$ cat config.mk
export PLATFORM = sky130hd
export DESIGN_NAME = ffd_queue
export DESIGN_NICKNAME = d
export VERILOG_FILES = /design/src/hw/rtl/ffd_pkg.sv /design/src/hw/rtl/ffd_queue.sv
export SDC_FILE = /design/constraint.sdc
export NUM_CORES = 1
export LEC_CHECK = 0
export ABC_AREA = 1
export ABC_CLOCK_PERIOD_IN_PS = 5400
export BUFFER_PORTS_ARGS = -buffer_cell sky130_fd_sc_hd__clkbuf_2
export CAP_MARGIN = 20
export CORE_MARGIN = 2
export CORE_UTILIZATION = 49
export DETAILED_ROUTE_END_ITERATION = 10
export GPL_TIMING_DRIVEN = 0
export PLACE_DENSITY = 0.74
export SLEW_MARGIN = 20
export SYNTH_ARGS = -nofsm -noshare
export SYNTH_HDL_FRONTEND = slang
export SYNTH_SLANG_ARGS = --single-unit
$ cat constraint.sdc
create_clock -name clk_i -period 5.4 [get_ports clk_i]
set_input_delay 1.08 -clock clk_i [delete_from_list [all_inputs] [get_ports clk_i]]
set_output_delay 1.08 -clock clk_i [all_outputs]
set_load 0.02 [all_outputs]
$ cat src/hw/rtl/ffd_pkg.sv
`timescale 1ns / 1ps
// ----------------------------------------------------------------------------
// ffd_pkg
// Shared types and constants of the fractional feedback delay: operation
// classes passed from the front part to the back part, the configuration
// flag group, register indexes and fixed arithmetic constants.
// ----------------------------------------------------------------------------
package ffd_pkg;

  typedef enum logic [1:0] {
    OP_MUTE = 2'd0,
    OP_HOLD = 2'd1,
    OP_NORM = 2'd2
  } op_e;

  typedef struct packed {
    logic mute;
    logic hold_mode;
    logic feedback_guard;
  } cfg_flags_t;

  // Register indexes on the configuration port.
  localparam logic [1:0] REG_LOOP_LENGTH    = 2'd0;
  localparam logic [1:0] REG_MUTE           = 2'd1;
  localparam logic [1:0] REG_HOLD_MODE      = 2'd2;
  localparam logic [1:0] REG_FEEDBACK_GUARD = 2'd3;

  localparam int APB_ADDR_BITS = 4;
  localparam int APB_DATA_BITS = 32;

  localparam int FRAC_BITS   = 8;      // fraction bits of the delay
  localparam int GAIN_BITS   = 16;     // Q2.14 gain
  localparam int GAIN_FRAC   = 14;
  localparam int GUARD_GAIN  = 16220;  // 0.99 in Q2.14
  localparam int FLUSH_LSB   = 8;
  localparam int QUEUE_DEPTH = 2;

endpackage

$ cat src/hw/rtl/ffd_queue.sv
`timescale 1ns / 1ps
// ----------------------------------------------------------------------------
// ffd_queue
// Short FIFO between the front and the back part, so that each side can
// stall on its own.
// ----------------------------------------------------------------------------
module ffd_queue #(
  parameter int WIDTH = 64
) (
  input  logic             clk_i,
  input  logic             rst_ni,
  input  logic             push_valid_i,
  output logic             push_ready_o,
  input  logic [WIDTH-1:0] push_data_i,
  output logic             pop_valid_o,
  input  logic             pop_ready_i,
  output logic [WIDTH-1:0] pop_data_o
);

  import ffd_pkg::*;

  localparam int PW = (QUEUE_DEPTH > 1) ? $clog2(QUEUE_DEPTH) : 1;
  localparam int NW = $clog2(QUEUE_DEPTH + 1);
  localparam logic [PW-1:0] PTR_LAST = PW'(QUEUE_DEPTH - 1);

  logic [WIDTH-1:0] slot_q [QUEUE_DEPTH];
  logic [PW-1:0]    wr_ptr_q, wr_ptr_d;
  logic [PW-1:0]    rd_ptr_q, rd_ptr_d;
  logic [NW-1:0]    count_q, count_d;
  logic             push, pop;

  assign push_ready_o = (count_q != NW'(QUEUE_DEPTH));
  assign pop_valid_o  = (count_q != '0);
  assign push         = push_valid_i && push_ready_o;
  assign pop          = pop_valid_o && pop_ready_i;
  assign pop_data_o   = slot_q[rd_ptr_q];

  always_comb begin
    wr_ptr_d = wr_ptr_q;
    rd_ptr_d = rd_ptr_q;
    count_d  = count_q;
    if (push) begin
      wr_ptr_d = (wr_ptr_q == PTR_LAST) ? '0 : wr_ptr_q + PW'(1);
    end
    if (pop) begin
      rd_ptr_d = (rd_ptr_q == PTR_LAST) ? '0 : rd_ptr_q + PW'(1);
    end
    if (push && !pop) begin
      count_d = count_q + NW'(1);
    end else if (pop && !push) begin
      count_d = count_q - NW'(1);
    end
  end

  always_ff @(posedge clk_i or negedge rst_ni) begin
    if (!rst_ni) begin
      wr_ptr_q <= '0;
      rd_ptr_q <= '0;
      count_q  <= '0;
    end else begin
      wr_ptr_q <= wr_ptr_d;
      rd_ptr_q <= rd_ptr_d;
      count_q  <= count_d;
    end
  end

  always_ff @(posedge clk_i) begin
    if (push) begin
      slot_q[wr_ptr_q] <= push_data_i;
    end
  end

endmodule

==> impl_metrics.csv <==
group,metric,value,unit
clock_network,cts.sinks,132,
synth,seq_area_frac_synth,0.809,
clock_network,h-tree-depth,4,
finish,drive_above_1_share,0.337,
sta,final_hold_viol_count,0,
sta,fin_skew,0.00830,ns
global_routing,antenna_found_initial,0,
synth,synthAdderAreaFrac,0.00257,
die,num_rows,36,
synth,ys.flop_type,"edfxtp_1",
synth,synth_mux_area_frac,0,
clock_network,tritoncts,"built",
clock_network,cts_buffer_depth,2,
routing,vias,3088,
synth,syn-cell-area,4870,um2
global_routing,grt_overflow_total,0,
clock_network,cts_buffers,17,
global_routing,grt_max_degree,26,
global_routing,grt_pass1_wl,14700,um
synth,ys_ff_latch,132,
routing,drt-initial-drc-count,168,
routing,drc_errors,0,
sta,drv_slew,0,
critical_path,crit_top_cell,"nand2_1",
critical_path,cp_slowest_cell,"dfrtp_1",
critical_path,max_stage_delay,0.39,ns
sta,max_clock_freq,359,MHz
clock_network,clock-root-buffer,"clkbuf_8",
global_routing,grt_pass1_vias,3069,
power_and_ir_drop,p_leak,2.81,nW
clock_network,clk_pin_slew,0.06,ns
finish,finalNonFillerCells,664,
placement,portBuffers,133,
critical_path,ff2ff_path_depth,5,
synth,syn_area_per_cell,13.4,um2
synth,yosysMostFrequentCell,"nand2_1",
critical_path,crit_start,"rd_ptr_q",
synth,synth_top_family_by_area,"simple AND/OR/NAND/NOR gates",
synth,yosysUniqueCellTypes,13,
placement,dpl.cell_count,633,
critical_path,endpoint_kind,"output pin",
clock_network,clk_latency,0.52,ns
clock_network,cts_resized,0,
critical_path,cp_data_arrival_time,1.71,ns
synth,syn-num-nets,432,
hold_path,hold_class,"in -> async",
die,core_area,9730,um2
sta,rsz0062_at_grt,"no",
global_routing,grt_use_total,0.180,
synth,yosysTopAreaCellShare,0.789,
outcome,status,"complete, no violations",
synth,synthTopCellsByArea,"edfxtp_1 79%, nand2_1 16%, dfrtp_1 2.1%",
synth,synth-simple-area-share,0.161,
critical_path,path_max_fanout,10,
synth,synth_warnings,0,
critical_path,rrSetupSlack,3.46,ns
sta,min_period,2.79,ns
sta,finalSetupTns,0,ns
synth,syn_inst,363,
synth,synth_edf_count,128,
power_and_ir_drop,cellPowerDensity,608,nW/um2
run,cap_viol_max_count,0,
finish,fill_cells,731,
finish,final_util,0.655,
die,start_util,0.501,
sta,worstMarginPinSlew,0.711,ns
routing,routed_wl,9220,um
finish,insertedDiodeCount,0,
critical_path,cp-endpoint,"pop_data_o[26]",
routing,ant_nets,0,
placement,gp_congestion,0.688,
die,die_area,10800,um2
synth,yosys.area.top_type,"edfxtp_1",
critical_path,start_kind,"flop",
critical_path,crit_type,"reg -> out",
synth,synthArstFlopShare,0.0303,
clock_network,ctsHoldBuffers,0,
sta,finalCritPeriodShare,0.517,
clock_network,post_cts_buffers,0,
die,ios,134,
synth,synth_compound_area_frac,0,
critical_path,crit_chain,"inv_2, buf_4, buf_2, nand2_1, nand2_1, clkbuf_2",
critical_path,r2r_start,"count_q[0]",
routing,viasPerCell,4.65,
finish,nNetsFinal,588,
critical_path,worstPathRequired,4.32,ns
sta,relSlewSlack,0.525,
sta,setup_viol,0,
finish,areaGrowthSynthToFinish,30.8,%
critical_path,reg2reg_to,"slot_q[0][9]",
routing,wire_per_inst,13.9,um
routing,first_pass_iters,4,
synth,synthTopCellsByCount,"202 x nand2_1, 128 x edfxtp_1, 8 x buf_4",
power_and_ir_drop,peakVddDrop,0.000304,V
placement,place_hpwl,6290,um
synth,synth-xor-area-share,0.00360,
die,die_w,104,um
die,die_h,104,um
## kinds of logic (layout without fill, tap and decap cells)
kind of cell / count (synthesis) / in the layout
xor gates and xnor gates: 2 / 2
adders and majority gates: 1 / 1
buffers and inverters: 21 / 189
DFF: 132 / 132
and+or+nand+nor: 207 / 207
## state kept, by name, indices dropped and copies added, names as in the netlist
name	count
count_q	2
wr_ptr_q	1
slot_q	128
rd_ptr_q	1
## worst max-delay path, delay by kind of cell, from the launching register on
| family | cells | cell delay [ns] |
|---|---|---|
| buf+inv | 4 | 0.65 |
| flops | 1 | 0.39 |
| simple gates | 2 | 0.15 |
## report_power, final
group / internal (W) / leakage (nW) / switching (W)
logic: 0.000414 / 1.31 / 0.000927
registers: 0.00140 / 1.24 / 0.0000586
clock network: 0.000689 / 0.264 / 0.000387
total: 0.00250 / 2.81 / 0.00137
## how the worst min path moves through the flow
| stage | from | endpoint | slack, ns | cells after the start |
|---|---|---|---|---|
| after floorplan | count_q[1] | count_q[1] | 0.46 | 2 |
| after global placement | count_q[1] | count_q[1] | 0.48 | 2 |
| after detailed placement | count_q[0] | count_q[0] | 0.49 | 1 |
| after CTS | rst_ni | wr_ptr_q | 0.34 | 1 |
| after global routing | rst_ni | wr_ptr_q | 0.35 | 1 |
| final | rst_ni | wr_ptr_q | 0.37 | 1 |
## through the flow
stage	power, W	hold WS (ns)	cell area (um2)	setup slack (ns)
after global routing	0.00409	0.346	6370	2.44
after floorplan	0.00234	0.462	4870	1.04
final	0.00388	0.367	6370	2.61
after global placement	0.00278	0.476	5700	-0.498
after CTS	0.00392	0.340	6370	2.56
after detailed placement	0.00284	0.491	5810	2.87
## layout by cell type, fill, tap and decap left out, drive strengths merged, types with 2 or more instances in the layout
cell and n:
nand3 2, bufinv 3, nand2 202, clkinv 7, clkinvlp 3, dfrtp 4, clkbuf 151, buf 18
inv 7, nor2 2, edfxtp 128
## routing by layer
metal | part of all wire | vias to the layer above | global-route usage
met5 | 0 | - | 0
met4 | 0.017 | 0 | 0.0743
met3 | 0.072 | 16 | 0.0673
met2 | 0.49 | 117 | 0.294
met1 | 0.42 | 1418 | 0.217
li1 | - | 1537 | -
## final cells by class
class                      count  area, um2  area share
tap                          133        166      0.0261
inverter                       7       26.3     0.00412
clock buffer                  18        418      0.0656
clock inverter                13        141      0.0222
buffer                        14       90.1      0.0141
multi-input combinational    210        827       0.130
sequential                   132       3940       0.619
timing repair buffer         137        761       0.119
(Power assumes the default switching activity.)
