<file path="config.mk">
export PLATFORM = sky130hd
export DESIGN_NAME = ffd_front
export DESIGN_NICKNAME = d
export VERILOG_FILES = /design/src/hw/rtl/ffd_pkg.sv /design/src/hw/rtl/ffd_front.sv
export SDC_FILE = /design/constraint.sdc
export NUM_CORES = 1
export LEC_CHECK = 0
export BUFFER_PORTS_ARGS = -buffer_cell sky130_fd_sc_hd__clkbuf_2
export CORE_MARGIN = 4
export CORE_UTILIZATION = 40
export CTS_CLUSTER_SIZE = 28
export DETAILED_ROUTE_END_ITERATION = 12
export GPL_ROUTABILITY_DRIVEN = 0
export PLACE_DENSITY = 0.58
export SETUP_SLACK_MARGIN = 0.05
export SKIP_LAST_GASP = 1
export SLEW_MARGIN = 40
export SYNTH_ARGS = -nofsm -noshare
export SYNTH_HDL_FRONTEND = slang
export SYNTH_SLANG_ARGS = --single-unit
export TNS_END_PERCENT = 1
</file>
<file path="constraint.sdc">
create_clock -name clk_i -period 9.46 [get_ports clk_i]
set_input_delay 1.892 -clock clk_i [delete_from_list [all_inputs] [get_ports clk_i]]
set_output_delay 1.892 -clock clk_i [all_outputs]
set_load 0.05 [all_outputs]
</file>
<file path="src/hw/rtl/ffd_pkg.sv">
`timescale 1ns / 1ps
// ----------------------------------------------------------------------------
// ffd_pkg
// Shared types and constants of the fractional feedback delay: operation
// classes passed from the front part to the back part, the configuration
// flag group, register indexes and fixed arithmetic constants.
// ----------------------------------------------------------------------------
package ffd_pkg;

  typedef enum logic [1:0] {
    OP_MUTE = 2'd0,
    OP_HOLD = 2'd1,
    OP_NORM = 2'd2
  } op_e;

  typedef struct packed {
    logic mute;
    logic hold_mode;
    logic feedback_guard;
  } cfg_flags_t;

  // Register indexes on the configuration port.
  localparam logic [1:0] REG_LOOP_LENGTH    = 2'd0;
  localparam logic [1:0] REG_MUTE           = 2'd1;
  localparam logic [1:0] REG_HOLD_MODE      = 2'd2;
  localparam logic [1:0] REG_FEEDBACK_GUARD = 2'd3;

  localparam int APB_ADDR_BITS = 4;
  localparam int APB_DATA_BITS = 32;

  localparam int FRAC_BITS   = 8;      // fraction bits of the delay
  localparam int GAIN_BITS   = 16;     // Q2.14 gain
  localparam int GAIN_FRAC   = 14;
  localparam int GUARD_GAIN  = 16220;  // 0.99 in Q2.14
  localparam int FLUSH_LSB   = 8;
  localparam int QUEUE_DEPTH = 2;

endpackage

</file>
<file path="src/hw/rtl/ffd_front.sv">
`timescale 1ns / 1ps
// ----------------------------------------------------------------------------
// ffd_front
// Accepts input items, classifies them as mute, hold or normal, clamps the
// delay and the gain, and works out the tap and write addresses. Owns the
// write and hold positions. A bit-serial remainder unit wraps positions that
// lie past a shortened loop.
// ----------------------------------------------------------------------------
module ffd_front #(
  parameter int LINE_DEPTH  = 16384,
  parameter int SAMPLE_BITS = 24
) (
  input  logic                                              clk_i,
  input  logic                                              rst_ni,
  input  ffd_pkg::cfg_flags_t                               cfg_flags_i,
  input  logic [$clog2(LINE_DEPTH)-1:0]                     loop_length_i,
  input  logic                                              block_i,
  input  logic                                              in_valid_i,
  output logic                                              in_ready_o,
  input  logic signed [SAMPLE_BITS-1:0]                     in_sample_i,
  input  logic [$clog2(LINE_DEPTH)+ffd_pkg::FRAC_BITS-1:0]  delay_amount_i,
  input  logic signed [ffd_pkg::GAIN_BITS-1:0]              feedback_gain_i,
  output logic                                              q_valid_o,
  input  logic                                              q_ready_i,
  output ffd_pkg::op_e                                      q_op_o,
  output logic [$clog2(LINE_DEPTH)-1:0]                     q_rd1_o,
  output logic [$clog2(LINE_DEPTH)-1:0]                     q_rd2_o,
  output logic [$clog2(LINE_DEPTH)-1:0]                     q_wr_o,
  output logic [ffd_pkg::FRAC_BITS-1:0]                     q_frac_o,
  output logic signed [ffd_pkg::GAIN_BITS-1:0]              q_gain_o,
  output logic signed [SAMPLE_BITS-1:0]                     q_sample_o
);

  import ffd_pkg::*;

  localparam int AW = $clog2(LINE_DEPTH);
  localparam int DW = AW + FRAC_BITS;
  localparam int CW = $clog2(AW + 1);
  localparam logic [CW-1:0] CNT_LAST = CW'(AW);
  localparam logic signed [GAIN_BITS-1:0] G_MAX = GAIN_BITS'(GUARD_GAIN);
  localparam logic signed [GAIN_BITS-1:0] G_MIN = -G_MAX;

  localparam logic [2:0] F_IDLE = 3'd0;
  localparam logic [2:0] F_TAP  = 3'd1;
  localparam logic [2:0] F_MODH = 3'd2;
  localparam logic [2:0] F_MODW = 3'd3;
  localparam logic [2:0] F_PUSH = 3'd4;

  logic [2:0]                  state_q, state_d;
  logic [AW-1:0]               write_pos_q, write_pos_d;
  logic [AW-1:0]               hold_pos_q, hold_pos_d;
  logic [AW-1:0]               len_q, len_d;
  logic [AW-1:0]               idel_q, idel_d;
  logic [AW-1:0]               phs_q, phs_d;
  logic [AW-1:0]               t1_q, t1_d;
  logic [AW-1:0]               t2_q, t2_d;
  logic [FRAC_BITS-1:0]        frac_q, frac_d;
  logic signed [GAIN_BITS-1:0] gain_q, gain_d;
  logic signed [SAMPLE_BITS-1:0] sample_q, sample_d;
  op_e                         op_q, op_d;
  logic [AW:0]                 mod_v_q, mod_v_d;
  logic [AW-1:0]               mod_r_q, mod_r_d;
  logic [CW-1:0]               mod_cnt_q, mod_cnt_d;

  logic [AW-1:0]               len_c;
  logic [DW-1:0]               d_max_c, d_c;
  logic signed [GAIN_BITS-1:0] g_c;
  logic [AW-1:0]               phs_c;
  logic [AW-1:0]               t1_c, t2_c, wp_inc_c, wp_next_c;
  logic [AW:0]                 r_sh_c;
  logic [AW-1:0]               r_nx_c, mod_res_c;
  logic                        mod_lt_c, mod_eq_c, mod_done_c;
  logic                        in_fire;

  assign in_ready_o = (state_q == F_IDLE) && !block_i;
  assign in_fire    = in_valid_i && in_ready_o;

  // Effective loop length, delay clamp and gain guard.
  always_comb begin
    if (loop_length_i < AW'(2)) begin
      len_c = AW'(2);
    end else if (loop_length_i > AW'(LINE_DEPTH - 1)) begin
      len_c = AW'(LINE_DEPTH - 1);
    end else begin
      len_c = loop_length_i;
    end
    d_max_c = {len_c - AW'(1), {FRAC_BITS{1'b0}}};
    d_c = delay_amount_i;
    if (d_c < DW'(1 << FRAC_BITS)) begin
      d_c = DW'(1 << FRAC_BITS);
    end
    if (d_c > d_max_c) begin
      d_c = d_max_c;
    end
    g_c = feedback_gain_i;
    if (cfg_flags_i.feedback_guard) begin
      if (g_c > G_MAX) begin
        g_c = G_MAX;
      end
      if (g_c < G_MIN) begin
        g_c = G_MIN;
      end
    end
    phs_c = (write_pos_q >= len_c) ? '0 : write_pos_q;
  end

  // Tap addresses; phs_q and idel_q are both below len_q.
  always_comb begin
    t1_c      = (phs_q >= idel_q) ? (phs_q - idel_q) : (phs_q + len_q - idel_q);
    t2_c      = (t1_c != '0) ? (t1_c - AW'(1)) : (len_q - AW'(1));
    wp_inc_c  = phs_q + AW'(1);
    wp_next_c = (wp_inc_c == len_q) ? '0 : wp_inc_c;
  end

  // One restoring remainder step per cycle, with a shortcut for values that
  // are already in range or land exactly on the loop length.
  always_comb begin
    r_sh_c     = {mod_r_q, mod_v_q[AW]};
    r_nx_c     = (r_sh_c >= {1'b0, len_q}) ? AW'(r_sh_c - {1'b0, len_q}) : r_sh_c[AW-1:0];
    mod_lt_c   = (mod_cnt_q == '0) && (mod_v_q < {1'b0, len_q});
    mod_eq_c   = (mod_cnt_q == '0) && (mod_v_q == {1'b0, len_q});
    mod_done_c = mod_lt_c || mod_eq_c || (mod_cnt_q == CNT_LAST);
    if (mod_lt_c) begin
      mod_res_c = mod_v_q[AW-1:0];
    end else if (mod_eq_c) begin
      mod_res_c = '0;
    end else begin
      mod_res_c = r_nx_c;
    end
  end

  always_comb begin
    state_d     = state_q;
    write_pos_d = write_pos_q;
    hold_pos_d  = hold_pos_q;
    len_d       = len_q;
    idel_d      = idel_q;
    phs_d       = phs_q;
    t1_d        = t1_q;
    t2_d        = t2_q;
    frac_d      = frac_q;
    gain_d      = gain_q;
    sample_d    = sample_q;
    op_d        = op_q;
    mod_v_d     = mod_v_q << 1;
    mod_r_d     = r_nx_c;
    mod_cnt_d   = mod_cnt_q + CW'(1);
    unique case (state_q)
      F_IDLE: begin
        if (in_fire) begin
          sample_d = in_sample_i;
          gain_d   = g_c;
          frac_d   = d_c[FRAC_BITS-1:0];
          idel_d   = d_c[DW-1:FRAC_BITS];
          len_d    = len_c;
          phs_d    = phs_c;
          if (cfg_flags_i.mute) begin
            op_d    = OP_MUTE;
            state_d = F_PUSH;
          end else if (cfg_flags_i.hold_mode) begin
            op_d      = OP_HOLD;
            mod_v_d   = {1'b0, hold_pos_q} + (AW + 1)'(1);
            mod_r_d   = '0;
            mod_cnt_d = '0;
            state_d   = F_MODH;
          end else begin
            op_d    = OP_NORM;
            state_d = F_TAP;
          end
        end
      end
      F_TAP: begin
        t1_d        = t1_c;
        t2_d        = t2_c;
        hold_pos_d  = t1_c;
        write_pos_d = wp_next_c;
        state_d     = F_PUSH;
      end
      F_MODH: begin
        if (mod_done_c) begin
          hold_pos_d = mod_res_c;
          t1_d       = mod_res_c;
          mod_v_d    = {1'b0, write_pos_q} + (AW + 1)'(1);
          mod_r_d    = '0;
          mod_cnt_d  = '0;
          state_d    = F_MODW;
        end
      end
      F_MODW: begin
        if (mod_done_c) begin
          write_pos_d = mod_res_c;
          state_d     = F_PUSH;
        end
      end
      F_PUSH: begin
        if (q_ready_i) begin
          state_d = F_IDLE;
        end
      end
      default: begin
        state_d = F_IDLE;
      end
    endcase
  end

  always_ff @(posedge clk_i or negedge rst_ni) begin
    if (!rst_ni) begin
      state_q     <= F_IDLE;
      write_pos_q <= '0;
      hold_pos_q  <= '0;
    end else begin
      state_q     <= state_d;
      write_pos_q <= write_pos_d;
      hold_pos_q  <= hold_pos_d;
    end
  end

  always_ff @(posedge clk_i) begin
    len_q     <= len_d;
    idel_q    <= idel_d;
    phs_q     <= phs_d;
    t1_q      <= t1_d;
    t2_q      <= t2_d;
    frac_q    <= frac_d;
    gain_q    <= gain_d;
    sample_q  <= sample_d;
    op_q      <= op_d;
    mod_v_q   <= mod_v_d;
    mod_r_q   <= mod_r_d;
    mod_cnt_q <= mod_cnt_d;
  end

  assign q_valid_o  = (state_q == F_PUSH);
  assign q_op_o     = op_q;
  assign q_rd1_o    = t1_q;
  assign q_rd2_o    = t2_q;
  assign q_wr_o     = phs_q;
  assign q_frac_o   = frac_q;
  assign q_gain_o   = gain_q;
  assign q_sample_o = sample_q;

endmodule

</file>
==> out/qor.yml <==
drc_errors: 0
placed_area_sq_um: 13800
clock_sink_count: 184
cts_resized: 0
worst_slew_pin_slew_ps: 776
setup_viol: 0
port_buffers: 177
r2r-start: "len_q[6]"
finalMaxSlewViolations: 0
insertion_delay_ps: 440
path_clk_slew_ps: 70
globalRouteMet1Util_pct: 31.2
grt_usage_pct: 22.1
area_delta_synth_final_pct: 13.9
vias: 10657
place_inst: 1844
status: "finished clean"
cp.arrival_ps: 6590
tns_ps: 0
busiest_layer: "met2"
netlist_instances: 1328
cts_tree: "yes"
dp_hpwl_microns: 30800
synthSimpleGateAreaFrac_pct: 16.7
synth_top_family_by_area: "simple AND/OR/NAND/NOR gates"
synth_nets: 1520
finalHoldViolCount: 0
cts-htree-levels: 4
powerDensity_nw_per_um2: 317
criticalPathCategory: "primary input to register"
worstHoldStart: "mod_cnt_q[0]"
drt_iter0_markers: 910
antenna_found_initial: 0
synth_seq_cells: 184
synth_edf_count: 120
diodes: 0
fin_skew_ps: 12.1
async_flop_share_pct: 16.8
synth_area_sq_um: 12700
drtPass1Iterations: 6
fin_area_sq_um: 14400
fin_crit_ps: 6280
nNetsFinal: 1659
crit_fanout: 29
synthMuxAreaShare_pct: 3.45
met3_usage_pct: 5.04
worst_setup_path_end_kind: "register"
cp_data_required_time_ps: 9770
grt-ovfl-total: 0
finalNonFillerCells: 1876
grt_pass1_wl_microns: 58600
drt-wirelength-per-cell_microns: 20.4
fillers: 2969
die_x_microns: 186
drive_above_1_share_pct: 16.4
cts_setup_buffers: 0
timing.final.crit_share_pct: 66.4
start_kind: "primary input"
synth_top_flop_cell: "edfxtp_1"
peakVddDrop_v: 0.000161
crit_start: "loop_length_i[4]"
wirelength_microns: 38200
rsz0062_at_grt: "false"
ant_nets: 0
avgSynthCellArea_sq_um: 9.53
timing.slew.headroom_pct: 48.3
fp.coreArea_sq_um: 30900
start_util_pct: 40.9
root_buffer: "clkbuf_16"
p_leak_nw: 6.14
ys_seq_area_share_pct: 39.8
fmaxAchievable_mhz: 159
cts_made_buffers: 17
dieHeight_microns: 186
synth_cell_types: 81
synthAdderAreaFrac_pct: 11.6
synthXorXnorAreaFrac_pct: 6.44
hold_buffers: 0
ys_warn_count: 0
grt_max_degree: 52
gr-usage-met2_pct: 34.2
viasPerCell: 5.68
die-area_sq_um: 34600
drv_cap: 0
rows: 64
grt_pass1_vias: 10203
min_path_type: "register to register"
io_pins: 178
cts_max_path_buffers: 2
synth_compound_area_share_pct: 16.5
## path summary, 6_finish.rpt
path	to	depth (start not counted)	slack (ps)
min reg2reg	mod_cnt_q[0]	1	470
min	mod_cnt_q[0]	1	470
max	q_frac_o[3]	15	3180
min in group asynchronous	hold_pos_q[4]	1	1490
max reg2reg	q_rd2_o[10]	19	3430
max in group asynchronous	write_pos_q[0]	1	7500
## layer usage
layer	wire (microns)	vias to the layer above	part of all wire, %
met5	0	-	0
met4	917	0	2.4
met3	2970	58	7.8
met2	16900	448	44
met1	17500	5043	46
li1	-	5108	-
## where the power goes
part           total (mW)  internal (mW)  switching, mW
combinational        2.48          0.858           1.62
clock               0.704          0.375          0.330
sequential           1.39           1.16          0.230
total                4.57           2.39           2.18
## stage by stage
stage,power (mW),hold slack [ps],utilization [%],setup slack [ps]
finish,4.57,466,46.6,3180
global route,4.87,516,46.6,2570
CTS,4.55,471,46.6,3190
detailed placement,3.84,454,44.8,2730
global placement,3.82,448,44.8,2970
floorplan,3.11,430,-,1570
## logic make-up after synthesis
family,count (synthesis)
AOI/OAI and AO/OA,302
xor gates and xnor gates,93
adders and majority gates,108
buffers and inverters,178
DFF,184
muxes,41
and+or+nand+nor,422
## registers in the layout, summed over array words and instances (netlist names), 8 cells and up
name,count
hold_pos_q,14
idel_q,14
len_q,14
mod_r_q,14
mod_v_q,15
q_frac_o,8
q_gain_o,16
q_rd1_o,14
q_rd2_o,14
q_sample_o,24
q_wr_o,14
write_pos_q,14
## cell usage after synthesis, drive strengths merged, types with 33 or more instances
| master | number | area (sq um) |
|---|---|---|
| edfxtp | 120 | 3600 |
| inv | 112 | 420 |
| nor2 | 103 | 389 |
| nand2 | 95 | 357 |
| ha | 93 | 1160 |
| a21oi | 76 | 380 |
| xnor2 | 63 | 552 |
| clkbuf | 55 | 206 |
| nand3 | 49 | 245 |
| o21ai | 46 | 230 |
| and2 | 37 | 231 |
| o21a | 35 | 263 |
| dfxtp | 33 | 661 |
## cell usage in the layout, fill, tap and decap left out, types with 31 or more instances in the layout
cell and instances:
nand2_1 95, a21oi_1 76, clkbuf_2 177, ha_1 93, edfxtp_1 120, dfrtp_1 31, o21a_1 35, inv_1 111
nand3_1 49, and2_1 35, dfxtp_1 33, nor2_1 102, xnor2_1 63, o21ai_0 43
## worst max-delay path, stage by stage
cell and delay [ps]:
clkbuf_2 130, nor4_1 590, nand3_1 190, o21ai_0 440, ha_1 290, nand2_1 140
or4_1 460, xnor2_1 170, ha_1 210, a211oi_1 210, nand2_1 120, a2111oi_0 420
a211o_1 700, nor2b_1 420, and2_1 190
## layout make-up
type | instances | area [sq um] | area share (%)
multi-input cells | 966 | 6940 | 48.1
clock buffers | 22 | 488 | 3.38
well taps | 396 | 495 | 3.44
flip-flops and latches | 184 | 5040 | 35.0
clock inverters | 10 | 78.8 | 0.547
repair buffers | 186 | 953 | 6.61
inverters | 112 | 420 | 2.92
Power figures use the tool's default switching activity.
